$ cat src/rtl/assert_macros.svh
// Assertion macros shared by the report assembler modules.
// No dependencies; included by every file that carries assertions.
`ifndef ASSERT_MACROS_SVH
`define ASSERT_MACROS_SVH
`ifndef SYNTHESIS
`define TERA_ASSERT(label, clk, rst_n, prop) \
    label: assert property (@(posedge clk) disable iff (!rst_n) prop) \
        else $error("assertion failed");
`define TERA_ASSERT_NEVER(label, clk, rst_n, expr) \
    label: assert property (@(posedge clk) disable iff (!rst_n) !(expr)) \
        else $error("forbidden condition seen");
`else
`define TERA_ASSERT(label, clk, rst_n, prop)
`define TERA_ASSERT_NEVER(label, clk, rst_n, expr)
`endif
`endif

$ cat src/rtl/tera_pkg.sv
// Shared widths, event codes and controller/datapath interface types
// for the tablet event report assembler. No dependencies.
package tera_pkg;

    localparam int EV_W       = 16;
    localparam int VAL_W      = 32;
    localparam int POS_W      = 17;
    localparam int DY_W       = 32;
    localparam int BTN_W      = 3;
    localparam int PIX_W      = 16;
    localparam int PROD_W     = VAL_W + PIX_W;
    localparam int CFG_IDX_W  = 3;
    localparam int CFG_DATA_W = 32;
    localparam int S_TDATA_W  = EV_W + VAL_W;
    localparam int S_TUSER_W  = EV_W;
    localparam int M_TDATA_W  = 88;
    localparam int M_TUSER_W  = 3;
    localparam int DIV_STEPS  = PIX_W;
    localparam int DIV_CNT_W  = $clog2(DIV_STEPS);

    // Event types and codes.
    localparam logic [EV_W-1:0] EVT_SYN     = 16'h0000;
    localparam logic [EV_W-1:0] EVT_KEY     = 16'h0001;
    localparam logic [EV_W-1:0] EVT_REL     = 16'h0002;
    localparam logic [EV_W-1:0] EVT_ABS     = 16'h0003;
    localparam logic [EV_W-1:0] CODE_REPORT = 16'h0000;
    localparam logic [EV_W-1:0] CODE_ABS_X  = 16'h0000;
    localparam logic [EV_W-1:0] CODE_ABS_Y  = 16'h0001;
    localparam logic [EV_W-1:0] CODE_WHEEL  = 16'h0008;
    localparam logic [EV_W-1:0] CODE_LEFT   = 16'h0110;
    localparam logic [EV_W-1:0] CODE_RIGHT  = 16'h0111;
    localparam logic [EV_W-1:0] CODE_MIDDLE = 16'h0112;

    localparam logic [BTN_W-1:0] MASK_LEFT   = 3'b001;
    localparam logic [BTN_W-1:0] MASK_RIGHT  = 3'b010;
    localparam logic [BTN_W-1:0] MASK_MIDDLE = 3'b100;

    // Configuration register indexes.
    localparam logic [CFG_IDX_W-1:0] CFG_X_MIN  = 3'd0;
    localparam logic [CFG_IDX_W-1:0] CFG_X_MAX  = 3'd1;
    localparam logic [CFG_IDX_W-1:0] CFG_Y_MIN  = 3'd2;
    localparam logic [CFG_IDX_W-1:0] CFG_Y_MAX  = 3'd3;
    localparam logic [CFG_IDX_W-1:0] CFG_WIDTH  = 3'd4;
    localparam logic [CFG_IDX_W-1:0] CFG_HEIGHT = 3'd5;
    localparam logic [CFG_IDX_W-1:0] CFG_LOCK   = 3'd6;

    typedef struct packed {
        logic accept;
        logic load;
        logic mul;
        logic div_init;
        logic div_step;
        logic store;
        logic finish;
        logic emit_wheel;
        logic emit_motion;
        logic axis;
    } t_dp_cmd;

    typedef struct packed {
        logic sync_go;
        logic wheel_nz;
        logic motion;
        logic out_free;
    } t_dp_status;

endpackage

$ cat src/rtl/tera_dp.sv
// Datapath of the report assembler: configuration, event state, the shared
// multiply and restoring divide unit, and the output register. Uses tera_pkg.
`include "assert_macros.svh"
module tera_dp
    import tera_pkg::*;
(
    input  logic                        i_clk,
    input  logic                        i_rst_n,
    input  logic                        i_cfg_valid,
    input  logic [CFG_IDX_W-1:0]        i_cfg_index,
    input  logic [CFG_DATA_W-1:0]       i_cfg_data,
    input  logic [EV_W-1:0]             i_ev_type,
    input  logic [EV_W-1:0]             i_ev_code,
    input  logic signed [VAL_W-1:0]     i_ev_value,
    input  t_dp_cmd                     i_cmd,
    output t_dp_status                  o_status,
    input  logic                        i_m_tready,
    output logic                        o_m_tvalid,
    output logic signed [POS_W-1:0]     o_report_x,
    output logic signed [POS_W-1:0]     o_report_y,
    output logic signed [POS_W-1:0]     o_report_dx,
    output logic signed [DY_W-1:0]      o_report_dy,
    output logic [BTN_W-1:0]            o_report_buttons,
    output logic                        o_flag_wheel,
    output logic                        o_flag_absolute,
    output logic                        o_flag_relative,
    output logic                        o_last_report
);

    // Configuration.
    logic signed [VAL_W-1:0] r_x_min, r_x_max, r_y_min, r_y_max;
    logic [PIX_W-1:0]        r_width, r_height;
    logic                    r_locked;

    // Event state.
    logic signed [VAL_W-1:0] r_abs_x, r_abs_y;
    logic                    r_abs_seen, r_abs_pending, r_btn_pending;
    logic [VAL_W-1:0]        r_wheel_sum;
    logic [BTN_W-1:0]        r_btn_mask;
    logic [PIX_W-1:0]        r_sample_x, r_sample_y;
    logic [VAL_W-1:0]        r_wheel_snap;
    logic                    r_motion;

    // Scaling unit.
    logic [VAL_W-1:0]        r_v_off, r_den, r_rem;
    logic [PIX_W-1:0]        r_span_m1, r_quo, r_nx, r_ny;
    logic                    r_zero;
    logic [PROD_W-1:0]       r_prod;

    // Report fields and output register.
    logic signed [POS_W-1:0] r_px, r_py, r_dx;
    logic signed [DY_W-1:0]  r_dy;
    logic                    r_out_valid;
    logic signed [POS_W-1:0] r_o_x, r_o_y, r_o_dx;
    logic signed [DY_W-1:0]  r_o_dy;
    logic [BTN_W-1:0]        r_o_btn;
    logic                    r_o_wheel, r_o_abs, r_o_rel, r_o_last;

    logic [BTN_W-1:0]        w_btn_bit, w_btn_new;
    logic                    w_is_sync;
    logic [PIX_W-1:0]        w_gw, w_gh, w_span, w_q, w_qc, w_nx, w_ny;
    logic signed [VAL_W-1:0] w_v, w_lo, w_hi, w_vc;
    logic [VAL_W:0]          w_off, w_den, w_rem2, w_diff;
    logic                    w_ge;
    logic [POS_W-1:0]        w_dx, w_dy;

    always_comb begin
        case (i_ev_code)
            CODE_LEFT:   w_btn_bit = MASK_LEFT;
            CODE_RIGHT:  w_btn_bit = MASK_RIGHT;
            CODE_MIDDLE: w_btn_bit = MASK_MIDDLE;
            default:     w_btn_bit = '0;
        endcase
    end

    assign w_btn_new = (i_ev_value != '0) ? (r_btn_mask | w_btn_bit)
                                          : (r_btn_mask & ~w_btn_bit);
    assign w_is_sync = (i_ev_type == EVT_SYN) && (i_ev_code == CODE_REPORT);

    assign o_status.sync_go  = w_is_sync && (r_abs_seen || (r_wheel_sum != '0))
                               && ((r_wheel_sum != '0) || r_abs_pending || r_btn_pending);
    assign o_status.wheel_nz = (r_wheel_snap != '0);
    assign o_status.motion   = r_motion;
    assign o_status.out_free = !r_out_valid;

    // Axis setup: clamp the position into the device range.
    assign w_gw   = (r_width == '0) ? PIX_W'(1) : r_width;
    assign w_gh   = (r_height == '0) ? PIX_W'(1) : r_height;
    assign w_span = i_cmd.axis ? w_gh : w_gw;
    assign w_v    = i_cmd.axis ? r_abs_y : r_abs_x;
    assign w_lo   = i_cmd.axis ? r_y_min : r_x_min;
    assign w_hi   = i_cmd.axis ? r_y_max : r_x_max;
    assign w_vc   = (w_v < w_lo) ? w_lo : ((w_v > w_hi) ? w_hi : w_v);
    assign w_off  = {w_vc[VAL_W-1], w_vc} - {w_lo[VAL_W-1], w_lo};
    assign w_den  = {w_hi[VAL_W-1], w_hi} - {w_lo[VAL_W-1], w_lo};

    // One restoring division step per cycle.
    assign w_rem2 = {r_rem, r_quo[PIX_W-1]};
    assign w_ge   = (w_rem2 >= {1'b0, r_den});
    assign w_diff = w_rem2 - {1'b0, r_den};

    assign w_q  = r_zero ? '0 : r_quo;
    assign w_qc = (w_q >= w_span) ? (w_span - PIX_W'(1)) : w_q;

    // Without any absolute position the pointer stays on the stored sample.
    assign w_nx = r_abs_seen ? r_nx : r_sample_x;
    assign w_ny = r_abs_seen ? r_ny : r_sample_y;
    assign w_dx = {1'b0, w_nx} - {1'b0, r_sample_x};
    assign w_dy = {1'b0, w_ny} - {1'b0, r_sample_y};

    always_ff @(posedge i_clk) begin
        if (!i_rst_n) begin
            r_x_min       <= '0;
            r_x_max       <= VAL_W'(32767);
            r_y_min       <= '0;
            r_y_max       <= VAL_W'(32767);
            r_width       <= '0;
            r_height      <= '0;
            r_locked      <= 1'b0;
            r_abs_x       <= '0;
            r_abs_y       <= '0;
            r_abs_seen    <= 1'b0;
            r_abs_pending <= 1'b0;
            r_btn_pending <= 1'b0;
            r_wheel_sum   <= '0;
            r_btn_mask    <= '0;
            r_sample_x    <= '0;
            r_sample_y    <= '0;
            r_wheel_snap  <= '0;
            r_motion      <= 1'b0;
            r_out_valid   <= 1'b0;
        end else begin
            if (i_cfg_valid) begin
                case (i_cfg_index)
                    CFG_X_MIN:  r_x_min  <= i_cfg_data;
                    CFG_X_MAX:  r_x_max  <= i_cfg_data;
                    CFG_Y_MIN:  r_y_min  <= i_cfg_data;
                    CFG_Y_MAX:  r_y_max  <= i_cfg_data;
                    CFG_WIDTH:  r_width  <= i_cfg_data[PIX_W-1:0];
                    CFG_HEIGHT: r_height <= i_cfg_data[PIX_W-1:0];
                    CFG_LOCK:   r_locked <= i_cfg_data[0];
                    default: ;
                endcase
            end
            if (i_cmd.accept) begin
                case (i_ev_type)
                    EVT_ABS: begin
                        if (i_ev_code == CODE_ABS_X) begin
                            r_abs_x       <= i_ev_value;
                            r_abs_seen    <= 1'b1;
                            r_abs_pending <= 1'b1;
                        end else if (i_ev_code == CODE_ABS_Y) begin
                            r_abs_y       <= i_ev_value;
                            r_abs_seen    <= 1'b1;
                            r_abs_pending <= 1'b1;
                        end
                    end
                    EVT_REL: begin
                        if (i_ev_code == CODE_WHEEL) begin
                            r_wheel_sum <= r_wheel_sum + $unsigned(i_ev_value);
                        end
                    end
                    EVT_KEY: begin
                        if (w_btn_bit != '0) begin
                            r_btn_mask <= w_btn_new;
                            if (w_btn_new != r_btn_mask) begin
                                r_btn_pending <= 1'b1;
                            end
                        end
                    end
                    EVT_SYN: begin
                        if (i_ev_code == CODE_REPORT) begin
                            r_wheel_snap  <= r_wheel_sum;
                            r_motion      <= r_abs_pending || r_btn_pending;
                            r_wheel_sum   <= '0;
                            r_abs_pending <= 1'b0;
                            r_btn_pending <= 1'b0;
                        end
                    end
                    default: ;
                endcase
            end
            if (i_cmd.finish) begin
                r_sample_x <= w_nx;
                r_sample_y <= w_ny;
            end
            if (i_cmd.emit_wheel || i_cmd.emit_motion) begin
                r_out_valid <= 1'b1;
            end else if (i_m_tready) begin
                r_out_valid <= 1'b0;
            end
        end
    end

    always_ff @(posedge i_clk) begin
        if (i_cmd.load) begin
            r_v_off   <= w_off[VAL_W-1:0];
            r_den     <= w_den[VAL_W-1:0];
            r_span_m1 <= w_span - PIX_W'(1);
            r_zero    <= (w_span <= PIX_W'(1)) || !(w_hi > w_lo);
        end
        if (i_cmd.mul) begin
            r_prod <= PROD_W'(r_v_off) * PROD_W'(r_span_m1);
        end
        if (i_cmd.div_init) begin
            r_rem <= r_prod[PROD_W-1:PIX_W];
            r_quo <= r_prod[PIX_W-1:0];
        end else if (i_cmd.div_step) begin
            r_rem <= w_ge ? w_diff[VAL_W-1:0] : w_rem2[VAL_W-1:0];
            r_quo <= {r_quo[PIX_W-2:0], w_ge};
        end
        if (i_cmd.store) begin
            if (i_cmd.axis) begin
                r_ny <= w_qc;
            end else begin
                r_nx <= w_qc;
            end
        end
        if (i_cmd.finish) begin
            r_px <= r_locked ? '1 : $signed({1'b0, w_nx});
            r_py <= r_locked ? '1 : $signed({1'b0, w_ny});
            r_dx <= $signed(w_dx);
            r_dy <= DY_W'($signed(w_dy));
        end
        if (i_cmd.emit_wheel) begin
            r_o_x     <= r_px;
            r_o_y     <= r_py;
            r_o_dx    <= '0;
            r_o_dy    <= $signed(r_wheel_snap);
            r_o_btn   <= r_btn_mask;
            r_o_wheel <= 1'b1;
            r_o_abs   <= !r_locked;
            r_o_rel   <= 1'b0;
            r_o_last  <= !r_motion;
        end else if (i_cmd.emit_motion) begin
            r_o_x     <= r_px;
            r_o_y     <= r_py;
            r_o_dx    <= r_dx;
            r_o_dy    <= r_dy;
            r_o_btn   <= r_btn_mask;
            r_o_wheel <= 1'b0;
            r_o_abs   <= !r_locked;
            r_o_rel   <= r_locked;
            r_o_last  <= 1'b1;
        end
    end

    assign o_m_tvalid       = r_out_valid;
    assign o_report_x       = r_o_x;
    assign o_report_y       = r_o_y;
    assign o_report_dx      = r_o_dx;
    assign o_report_dy      = r_o_dy;
    assign o_report_buttons = r_o_btn;
    assign o_flag_wheel     = r_o_wheel;
    assign o_flag_absolute  = r_o_abs;
    assign o_flag_relative  = r_o_rel;
    assign o_last_report    = r_o_last;

    `TERA_ASSERT_NEVER(a_emit_over_busy, i_clk, i_rst_n, (i_cmd.emit_wheel || i_cmd.emit_motion) && r_out_valid)
    `TERA_ASSERT(a_rem_below_den, i_clk, i_rst_n, ((i_cmd.div_init || i_cmd.div_step) && !r_zero) |=> (r_rem < r_den))
    `TERA_ASSERT(a_x_on_screen, i_clk, i_rst_n, (i_cmd.store && !i_cmd.axis) |=> (r_nx < w_gw))

endmodule

$ cat src/rtl/tera_ctrl.sv
// Controller state machine of the report assembler: sequences the two axis
// scalings and the report emission. Uses tera_pkg.
`include "assert_macros.svh"
module tera_ctrl
    import tera_pkg::*;
(
    input  logic       i_clk,
    input  logic       i_rst_n,
    input  logic       i_s_tvalid,
    output logic       o_s_tready,
    input  t_dp_status i_status,
    output t_dp_cmd    o_cmd
);

    typedef enum logic [8:0] {
        ST_IDLE   = 9'b000000001,
        ST_LOAD   = 9'b000000010,
        ST_MUL    = 9'b000000100,
        ST_DINIT  = 9'b000001000,
        ST_DIV    = 9'b000010000,
        ST_STORE  = 9'b000100000,
        ST_FINISH = 9'b001000000,
        ST_EMIT_W = 9'b010000000,
        ST_EMIT_M = 9'b100000000
    } t_state;

    t_state               r_state, n_state;
    logic                 r_axis, n_axis;
    logic [DIV_CNT_W-1:0] r_cnt, n_cnt;

    always_comb begin
        n_state    = r_state;
        n_axis     = r_axis;
        n_cnt      = r_cnt;
        o_cmd      = '0;
        o_cmd.axis = r_axis;
        o_s_tready = 1'b0;
        case (r_state)
            ST_IDLE: begin
                o_s_tready = 1'b1;
                if (i_s_tvalid) begin
                    o_cmd.accept = 1'b1;
                    if (i_status.sync_go) begin
                        n_state = ST_LOAD;
                        n_axis  = 1'b0;
                    end
                end
            end
            ST_LOAD: begin
                o_cmd.load = 1'b1;
                n_state    = ST_MUL;
            end
            ST_MUL: begin
                o_cmd.mul = 1'b1;
                n_state   = ST_DINIT;
            end
            ST_DINIT: begin
                o_cmd.div_init = 1'b1;
                n_cnt          = '0;
                n_state        = ST_DIV;
            end
            ST_DIV: begin
                o_cmd.div_step = 1'b1;
                n_cnt          = r_cnt + 1'b1;
                if (r_cnt == DIV_CNT_W'(DIV_STEPS - 1)) begin
                    n_state = ST_STORE;
                end
            end
            ST_STORE: begin
                o_cmd.store = 1'b1;
                if (!r_axis) begin
                    n_axis  = 1'b1;
                    n_state = ST_LOAD;
                end else begin
                    n_state = ST_FINISH;
                end
            end
            ST_FINISH: begin
                o_cmd.finish = 1'b1;
                n_state      = i_status.wheel_nz ? ST_EMIT_W : ST_EMIT_M;
            end
            ST_EMIT_W: begin
                if (i_status.out_free) begin
                    o_cmd.emit_wheel = 1'b1;
                    n_state          = i_status.motion ? ST_EMIT_M : ST_IDLE;
                end
            end
            ST_EMIT_M: begin
                if (i_status.out_free) begin
                    o_cmd.emit_motion = 1'b1;
                    n_state           = ST_IDLE;
                end
            end
            default: begin
                n_state = ST_IDLE;
            end
        endcase
    end

    always_ff @(posedge i_clk) begin
        if (!i_rst_n) begin
            r_state <= ST_IDLE;
            r_axis  <= 1'b0;
            r_cnt   <= '0;
        end else begin
            r_state <= n_state;
            r_axis  <= n_axis;
            r_cnt   <= n_cnt;
        end
    end

    `TERA_ASSERT(a_sync_starts_x, i_clk, i_rst_n, (o_cmd.accept && i_status.sync_go) |=> (r_state == ST_LOAD && !r_axis))
    `TERA_ASSERT(a_full_divide, i_clk, i_rst_n, (r_state == ST_STORE) |-> ($past(r_state) == ST_DIV && $past(r_cnt) == DIV_CNT_W'(DIV_STEPS - 1)))
    `TERA_ASSERT(a_motion_needed, i_clk, i_rst_n, o_cmd.emit_motion |-> i_status.motion)

endmodule

$ cat src/rtl/tablet_event_report_assembler.sv
// Top level of the tablet event report assembler: stream ports, the
// configuration write channel and field packing. Uses tera_pkg, tera_ctrl, tera_dp.
//
// A key, wheel or axis word is absorbed in the cycle it is accepted, so such words
// stream at one per cycle while no report is being assembled. A sync word that
// produces reports starts two axis scalings, each one multiply plus a 16-step
// restoring divide. Such a sync holds the input through both scalings and the
// report emission (a wheel report first when the wheel sum is nonzero), and for as
// long as the downstream side stalls; the shared divider takes most of this time.
// Reset (i_rst_n low at a clock edge) clears all event state, restores default configuration.
module tablet_event_report_assembler
    import tera_pkg::*;
(
    input  logic                   i_clk,
    input  logic                   i_rst_n,
    // Event input stream.
    input  logic                   s_axis_tvalid,
    output logic                   s_axis_tready,
    // [15:0] ev_code, [47:16] ev_value
    input  logic [S_TDATA_W-1:0]   s_axis_tdata,
    // [15:0] ev_type
    input  logic [S_TUSER_W-1:0]   s_axis_tuser,
    // Report output stream.
    output logic                   m_axis_tvalid,
    input  logic                   m_axis_tready,
    // [16:0] report_x, [33:17] report_y, [50:34] report_dx, [82:51] report_dy,
    // [85:83] report_buttons, [87:86] zero
    output logic [M_TDATA_W-1:0]   m_axis_tdata,
    // [0] flag_wheel, [1] flag_absolute, [2] flag_relative
    output logic [M_TUSER_W-1:0]   m_axis_tuser,
    // last_report
    output logic                   m_axis_tlast,
    // Configuration write channel.
    input  logic                   i_cfg_valid,
    output logic                   o_cfg_ready,
    input  logic [CFG_IDX_W-1:0]   i_cfg_index,
    input  logic [CFG_DATA_W-1:0]  i_cfg_data
);

    t_dp_cmd                 w_cmd;
    t_dp_status              w_status;
    logic signed [POS_W-1:0] w_x, w_y, w_dx;
    logic signed [DY_W-1:0]  w_dy;
    logic [BTN_W-1:0]        w_btn;
    logic                    w_wheel, w_abs, w_rel;

    // Configuration registers take a write in any cycle; the host must write them
    // only while the block is idle, as the block itself does not enforce this.
    assign o_cfg_ready = 1'b1;

    // The controller accepts events only while idle, so event state is never
    // touched in the middle of a scaling run.
    tera_ctrl u_ctrl (
        .i_clk      (i_clk),
        .i_rst_n    (i_rst_n),
        .i_s_tvalid (s_axis_tvalid),
        .o_s_tready (s_axis_tready),
        .i_status   (w_status),
        .o_cmd      (w_cmd)
    );

    // The datapath owns the output register, so new events are taken while a
    // finished report still waits for the downstream side.
    tera_dp u_dp (
        .i_clk            (i_clk),
        .i_rst_n          (i_rst_n),
        .i_cfg_valid      (i_cfg_valid),
        .i_cfg_index      (i_cfg_index),
        .i_cfg_data       (i_cfg_data),
        .i_ev_type        (s_axis_tuser),
        .i_ev_code        (s_axis_tdata[EV_W-1:0]),
        .i_ev_value       (s_axis_tdata[S_TDATA_W-1:EV_W]),
        .i_cmd            (w_cmd),
        .o_status         (w_status),
        .i_m_tready       (m_axis_tready),
        .o_m_tvalid       (m_axis_tvalid),
        .o_report_x       (w_x),
        .o_report_y       (w_y),
        .o_report_dx      (w_dx),
        .o_report_dy      (w_dy),
        .o_report_buttons (w_btn),
        .o_flag_wheel     (w_wheel),
        .o_flag_absolute  (w_abs),
        .o_flag_relative  (w_rel),
        .o_last_report    (m_axis_tlast)
    );

    // Fields are packed from the lowest bit up and padded to whole bytes.
    assign m_axis_tdata = {2'b00, w_btn, w_dy, w_dx, w_y, w_x};
    assign m_axis_tuser = {w_rel, w_abs, w_wheel};

endmodule
$ cat config.mk
export PLATFORM = sky130hd
export DESIGN_NAME = tablet_event_report_assembler
export DESIGN_NICKNAME = d
export VERILOG_FILES = /design/src/rtl/tera_pkg.sv /design/src/rtl/tera_dp.sv /design/src/rtl/tera_ctrl.sv /design/src/rtl/tablet_event_report_assembler.sv
export VERILOG_INCLUDE_DIRS = /design/src /design/src/rtl
export SDC_FILE = /design/constraint.sdc
export NUM_CORES = 2
export LEC_CHECK = 0
export ABC_CLOCK_PERIOD_IN_PS = 8450
export BUFFER_PORTS_ARGS = -buffer_cell sky130_fd_sc_hd__buf_2
export CAP_MARGIN = 0
export CORE_MARGIN = 1
export CORE_UTILIZATION = 60
export DETAILED_ROUTE_END_ITERATION = 8
export PLACE_DENSITY = 0.77
export SLEW_MARGIN = 20
export SYNTH_ARGS = -nofsm -noshare
export SYNTH_HDL_FRONTEND = slang
export SYNTH_SLANG_ARGS = --single-unit
export TNS_END_PERCENT = 20
$ cat constraint.sdc
create_clock -name i_clk -period 8.45 [get_ports i_clk]
set_clock_uncertainty 0.1 [all_clocks]
set_input_delay 0.4225 -clock i_clk [delete_from_list [all_inputs] [get_ports i_clk]]
set_output_delay 0.4225 -clock i_clk [all_outputs]
set_load 0.02 [all_outputs]
Word level (Yosys, flattened, before mapping)
Index checks and enable logic that the tools add are counted.
{ "word_totals": {"register_bits": 710, "input_bits": 104, "elab_cells": 220} }
{ "op_classes": {"addsub": 8, "multipliers": 1, "magnitude_cmp": 6, "eq_ne": 35, "muxes": 70, "bitwise_logic": 5, "n_reduce_logical": 49} }
{ "ops": {"columns": ["operator", "n"], "rows": [
  ["32-bit 2-to-1 mux", 12],
  ["16-bit 2-to-1 mux", 9],
  ["17-bit 2-to-1 mux", 6],
  ["32-bit nonzero test", 3],
  ["32-bit subtractor", 3],
  ["9-bit case mux with 9 select lines", 1],
  ["32-bit greater-than comparator", 2],
  ["16-bit zero test", 4],
  ["32-bit case mux with 2 select lines", 1],
  ["9-bit 2-to-1 mux", 7],
  ["16-bit by 9-bit equality test with 1-bit output (second input constant)", 3],
  ["32-bit by 16-bit multiplier with 48-bit output", 1],
  ["16-bit by 16-bit subtractor with 17-bit output", 2],
  ["33-bit by 32-bit >= comparator with 1-bit output", 1],
  ["32-bit adder", 1],
  ["16-bit by 1-bit equality test with 1-bit output (second input constant)", 2],
  ["16-bit by 2-bit equality test with 1-bit output (second input constant)", 2],
  ["32-bit less-than comparator", 1],
  ["1-bit 2-to-1 mux", 25],
  ["2-bit AND reduction", 9],
  ["2-bit nonzero test", 9],
  ["16-bit by 4-bit equality test with 1-bit output (second input constant)", 1],
  ["16-bit >= comparator", 1],
  ["16-bit by 1-bit less-or-equal comparator with 1-bit output (second input constant)", 1],
  ["other kinds (36)", 67]
]} }

Longest topological paths before layout
{ "logic_depth": {"depth_word": 9, "mapped_depth": 31, "mapped_depth_nobuf": 26} }

Cells and area by module
A second synthesis with hierarchy kept.
{ "hier_totals": {"hier_cells": 5745, "area_unflattened_um2": 53323.6} }
{ "modules_own_cells": {"columns": ["mod", "n_inst", "cells_per_inst", "area_each_um2", "seq_area_each_um2"], "rows": [
  ["tera_dp", 1, 5634, 52422.8, 17356.6],
  ["tera_ctrl", 1, 103, 848.3, 280.3],
  ["tablet_event_report_assembler", 1, 8, 52.6, 0.0]
]} }

Least setup slack after synthesis
No wires, ideal clock.
{ "synth_timing": {"kind": "flip-flop to flip-flop", "startpoint": "reg u_ctrl.r_axis", "endpoint": "reg u_dp.r_v_off[30], data pin", "setup_ps": 262, "t_arrival_ps": 6778, "t_required_ps": 8088, "path_slack_ps": 1310, "path_stages_with_launch": 30, "synth_period_minus_slack_ps": 7140, "cell_sequence": "dfxtp_1 clkbuf_1 buf_2 buf_2 buf_2 buf_2 mux2_2 inv_1 ha_1 a21o_1 a21oi_1 o21ai_0 a2111o_1 o31a_1 o22ai_1 buf_2 nand2b_1 o211ai_1 o21ai_0 fa_1 a21o_1 a21oi_1 o21ai_0 o311ai_0 o21a_1 o21ai_0 a2111o_1 a21oi_1 o21bai_1 xor2_1"} }
{ "synth_via": {"elab_chain_cells": 5, "word_cells_on_any_way": 8} }
{ "synth_lines": {"columns": ["item", "line", "rtl"], "rows": [
  ["start: declaration", "tera_ctrl.sv:28", "logic r_axis, n_axis;"],
  ["start signal: assignment", "tera_ctrl.sv:107", "r_axis <= n_axis;"],
  ["32-bit 2-to-1 mux (on tied branches)", "tera_dp.sv:90, tera_dp.sv:92", null],
  ["32-bit greater-than comparator", "tera_dp.sv:93", "assign w_vc = (w_v < w_lo) ? w_lo : ((w_v > w_hi) ? w_hi : w_v);"],
  ["32-bit 2-to-1 mux (2 in series)", "tera_dp.sv:93", null],
  ["32-bit subtractor (*)", "tera_dp.sv:94", "assign w_off = {w_vc[VAL_W-1], w_vc} - {w_lo[VAL_W-1], w_lo};"],
  ["named net u_dp.w_off[30]", "tera_dp.sv:63", "logic [VAL_W:0] w_off, w_den, w_rem2, w_diff;"],
  ["end signal: assignment", "tera_dp.sv:197", "r_v_off <= w_off[VAL_W-1:0];"],
  ["end: declaration", "tera_dp.sv:45", "logic [VAL_W-1:0] r_v_off, r_den, r_rem;"]
]} }
Mark *: on every way through the listed nets, which the timed path passes. The rest lies on a longest branch.
A chain may end at the register's enable or synchronous reset.

Worst setup path in the final report
Same ends and word-level chain as after synthesis.

==> impl_metrics.env <==
export IMPL_cap_violations=0
export IMPL_nets=6771
export IMPL_postCtsSetupRepairBufs=0
export IMPL_die_area_um2=90900
export IMPL_synthCells=5773
export IMPL_cts_num_sinks=708
export IMPL_grt_ovfl_total=0
export IMPL_vias_per_cell=5.89
export IMPL_hpwl_um=104000
export IMPL_setup_viol=0
export IMPL_die_width_um=301
export IMPL_path_clk_slew_ns=0.06
export IMPL_wl_um=140000
export IMPL_clockBufferDepth=3
export IMPL_cp_arrival_ns=7.80
export IMPL_post_place_cells=6918
export IMPL_drive_gt1_frac=0.0861
export IMPL_ant_nets=0
export IMPL_period_share=0.889
export IMPL_seq_area_um2=17600
export IMPL_cts_root_buf="clkbuf_16"
export IMPL_critPathCaptureType="flop"
export IMPL_antenna_found_initial=7
export IMPL_setup_tns_ns=0
export IMPL_synth_edf_count=346
export IMPL_core_area_um2=88600
export IMPL_ys_seq_area_frac=0.328
export IMPL_grt_pass1_vias=40615
export IMPL_cts_made_buffers=78
export IMPL_hold_path_class="primary input to flop"
export IMPL_dp_slack_ns=0.916
export IMPL_synthesis_area_um2=53800
export IMPL_p_leak_nw=25.9
export IMPL_status="finished, violations left"
export IMPL_hold_viol=0
export IMPL_die_y_um=301
export IMPL_cts_tree="built"
export IMPL_synth_cell_type_count=95
export IMPL_clk_latency_ns=0.64
export IMPL_post_drt_wl_per_cell_um=19.6
export IMPL_power_total_w=0.0211
export IMPL_cts_repair_resized=0
export IMPL_start_util=0.607
export IMPL_rows=109
export IMPL_synth_ff_type="dfxtp_1"
export IMPL_synth_seq_cells=708
export IMPL_drtPass1Iterations=8
export IMPL_htreeDepth=3
export IMPL_ir_worst_vdd_mv=0.679
export IMPL_fin_ws_ns=0.935
export IMPL_place_gp_congestion=0.981
export IMPL_multiInputGateArea_um2=32800
export IMPL_layout_min_cycle_time_ns=7.51
export IMPL_grt_start_max_net_pins=146
export IMPL_min_path_cells=3
export IMPL_maxSlewViolCount=0
export IMPL_required_ns=8.73
export IMPL_vias=41912
export IMPL_ys_async_sr_fraction=0
export IMPL_cp_start_kind="flop"
export IMPL_r2r_cells=24
export IMPL_cellPowerDensity_nw_per_um2=358
export IMPL_cp_max_fo=62
export IMPL_fillers=7074
export IMPL_io_buffers=195
export IMPL_holdBufCountCts=48
export IMPL_mostFrequentLayoutCells="1,101 x nand2_1, 627 x inv_1, 424 x fa_1"
export IMPL_rsz0062_at_grt="no"
export IMPL_grt_pass1_wl_um=221000
export IMPL_r2r_setup_slack_ns=0.94
export IMPL_layout_cells_non_filler=7117
export IMPL_final_common_cell="nand2_1"
export IMPL_worst_pin_slew_ns=1.15
export IMPL_area_growth_pct=9.32
export IMPL_fmax_mhz=133
export IMPL_post_route_drc_count=32
export IMPL_ios=199
export IMPL_grt_usage=0.308
export IMPL_synth_avg_cell_area_um2=9.32
export IMPL_drtIter0Drc=3542
export IMPL_slew_headroom=0.230
export IMPL_violations="design-rule violations"
export IMPL_synth_warnings=0
export IMPL_crit_type="flop to flop"
-- worst max-delay path: stages (launching register included) --
cell,delay (ns)
dfxtp_4,0.97
buf_4,0.37
mux2i_1,0.60
ha_1,0.37
a21o_1,0.16
a21o_1,0.17
a211o_1,0.29
o211ai_1,0.09
a21oi_1,0.11
o21ai_0,0.34
a221oi_4,0.17
buf_4,0.33
o211ai_1,0.14
o21ai_0,0.11
ha_1,0.38
a21o_1,0.19
a21oi_1,0.22
o21ai_0,0.19
o311ai_0,0.47
o21a_1,0.25
o21ai_0,0.25
a2111o_1,0.45
a21oi_1,0.15
o21bai_1,0.09
xor2_1,0.14
-- sequential cells by signal, summed over array words and instances (netlist names), 32 cells and up --
signal / count
u_dp.r_v_off: 32
u_dp.r_x_min: 32
u_dp.o_report_dy: 32
u_dp.r_abs_x: 32
u_dp.r_y_min: 32
u_dp.r_prod: 48
u_dp.r_x_max: 32
u_dp.r_rem: 32
u_dp.r_abs_y: 32
u_dp.r_wheel_snap: 32
u_dp.r_wheel_sum: 32
u_dp.r_y_max: 32
u_dp.r_den: 32
-- synth_stat cells, drive strengths merged, types with 91 or more instances --
cell       n  area, µm²
nand2   1102       4140
inv      631       2370
fa       424       8490
dfxtp    362       7250
ha       360       4500
edfxtp   346      10400
a21boi   239       1790
clkbuf   227        862
a21oi    226       1130
and2     223       1400
nor2     197        739
o21ai    161        806
a21o     143       1070
xnor2    121       1060
mux2i     96        961
mux2      94       1060
nand3     91        455
-- kinds of logic after synthesis --
group	after synthesis	synth area share
buffers and inverters	895	0.0640
and+or+nand+nor	1959	0.166
other	2	0.000140
AOI/OAI and AO/OA	1053	0.134
adders and majority gates	784	0.242
DFF	708	0.328
xor gates and xnor gates	182	0.0296
muxes	190	0.0375
-- path summary, 6_finish.rpt --
kind	startpoint	endpoint
worst max register to register	u_ctrl.r_axis	u_dp.r_v_off[30]
worst min register to register	u_dp.r_px[6]	u_dp.o_report_x[6]
worst min-delay path	i_cfg_data[0]	u_dp.r_x_min[0]
worst max-delay path	u_ctrl.r_axis	u_dp.r_v_off[30]
-- power breakdown --
part | internal [W] | switching (W)
Combinational | 0.00524 | 0.00776
Sequential | 0.00442 | 0.000146
Clock | 0.00203 | 0.00147
-- area by class of cell --
class	count	area share
clock inverter	47	0.00991
clock buffer	99	0.0350
tap	1165	0.0248
antenna	3	0.000128
inverter	631	0.0403
timing repair buffer	293	0.0316
multi-input combinational	4171	0.558
sequential	708	0.300
-- layer usage --
metal / routed length (µm) / up-vias / part of all wire / track usage
met4: 5220 / 6 / 0.037 / 0.116
met3: 10600 / 284 / 0.076 / 0.0465
met2: 65000 / 1660 / 0.47 / 0.492
li1: - / 19518 / - / -
met5: 36 / - / 0.00026 / 0
met1: 58600 / 20444 / 0.42 / 0.425
-- per-stage QoR --
step,instance area [µm²],util,hold WS (ns)
CTS,58800,0.663,0.000103
floorplan,53800,-,0.300
global placement,55600,0.628,0.304
detailed placement,55600,0.628,0.305
finish,58800,0.663,0.0341
global route,58800,0.663,0.0185
(Power assumes the default switching activity.)
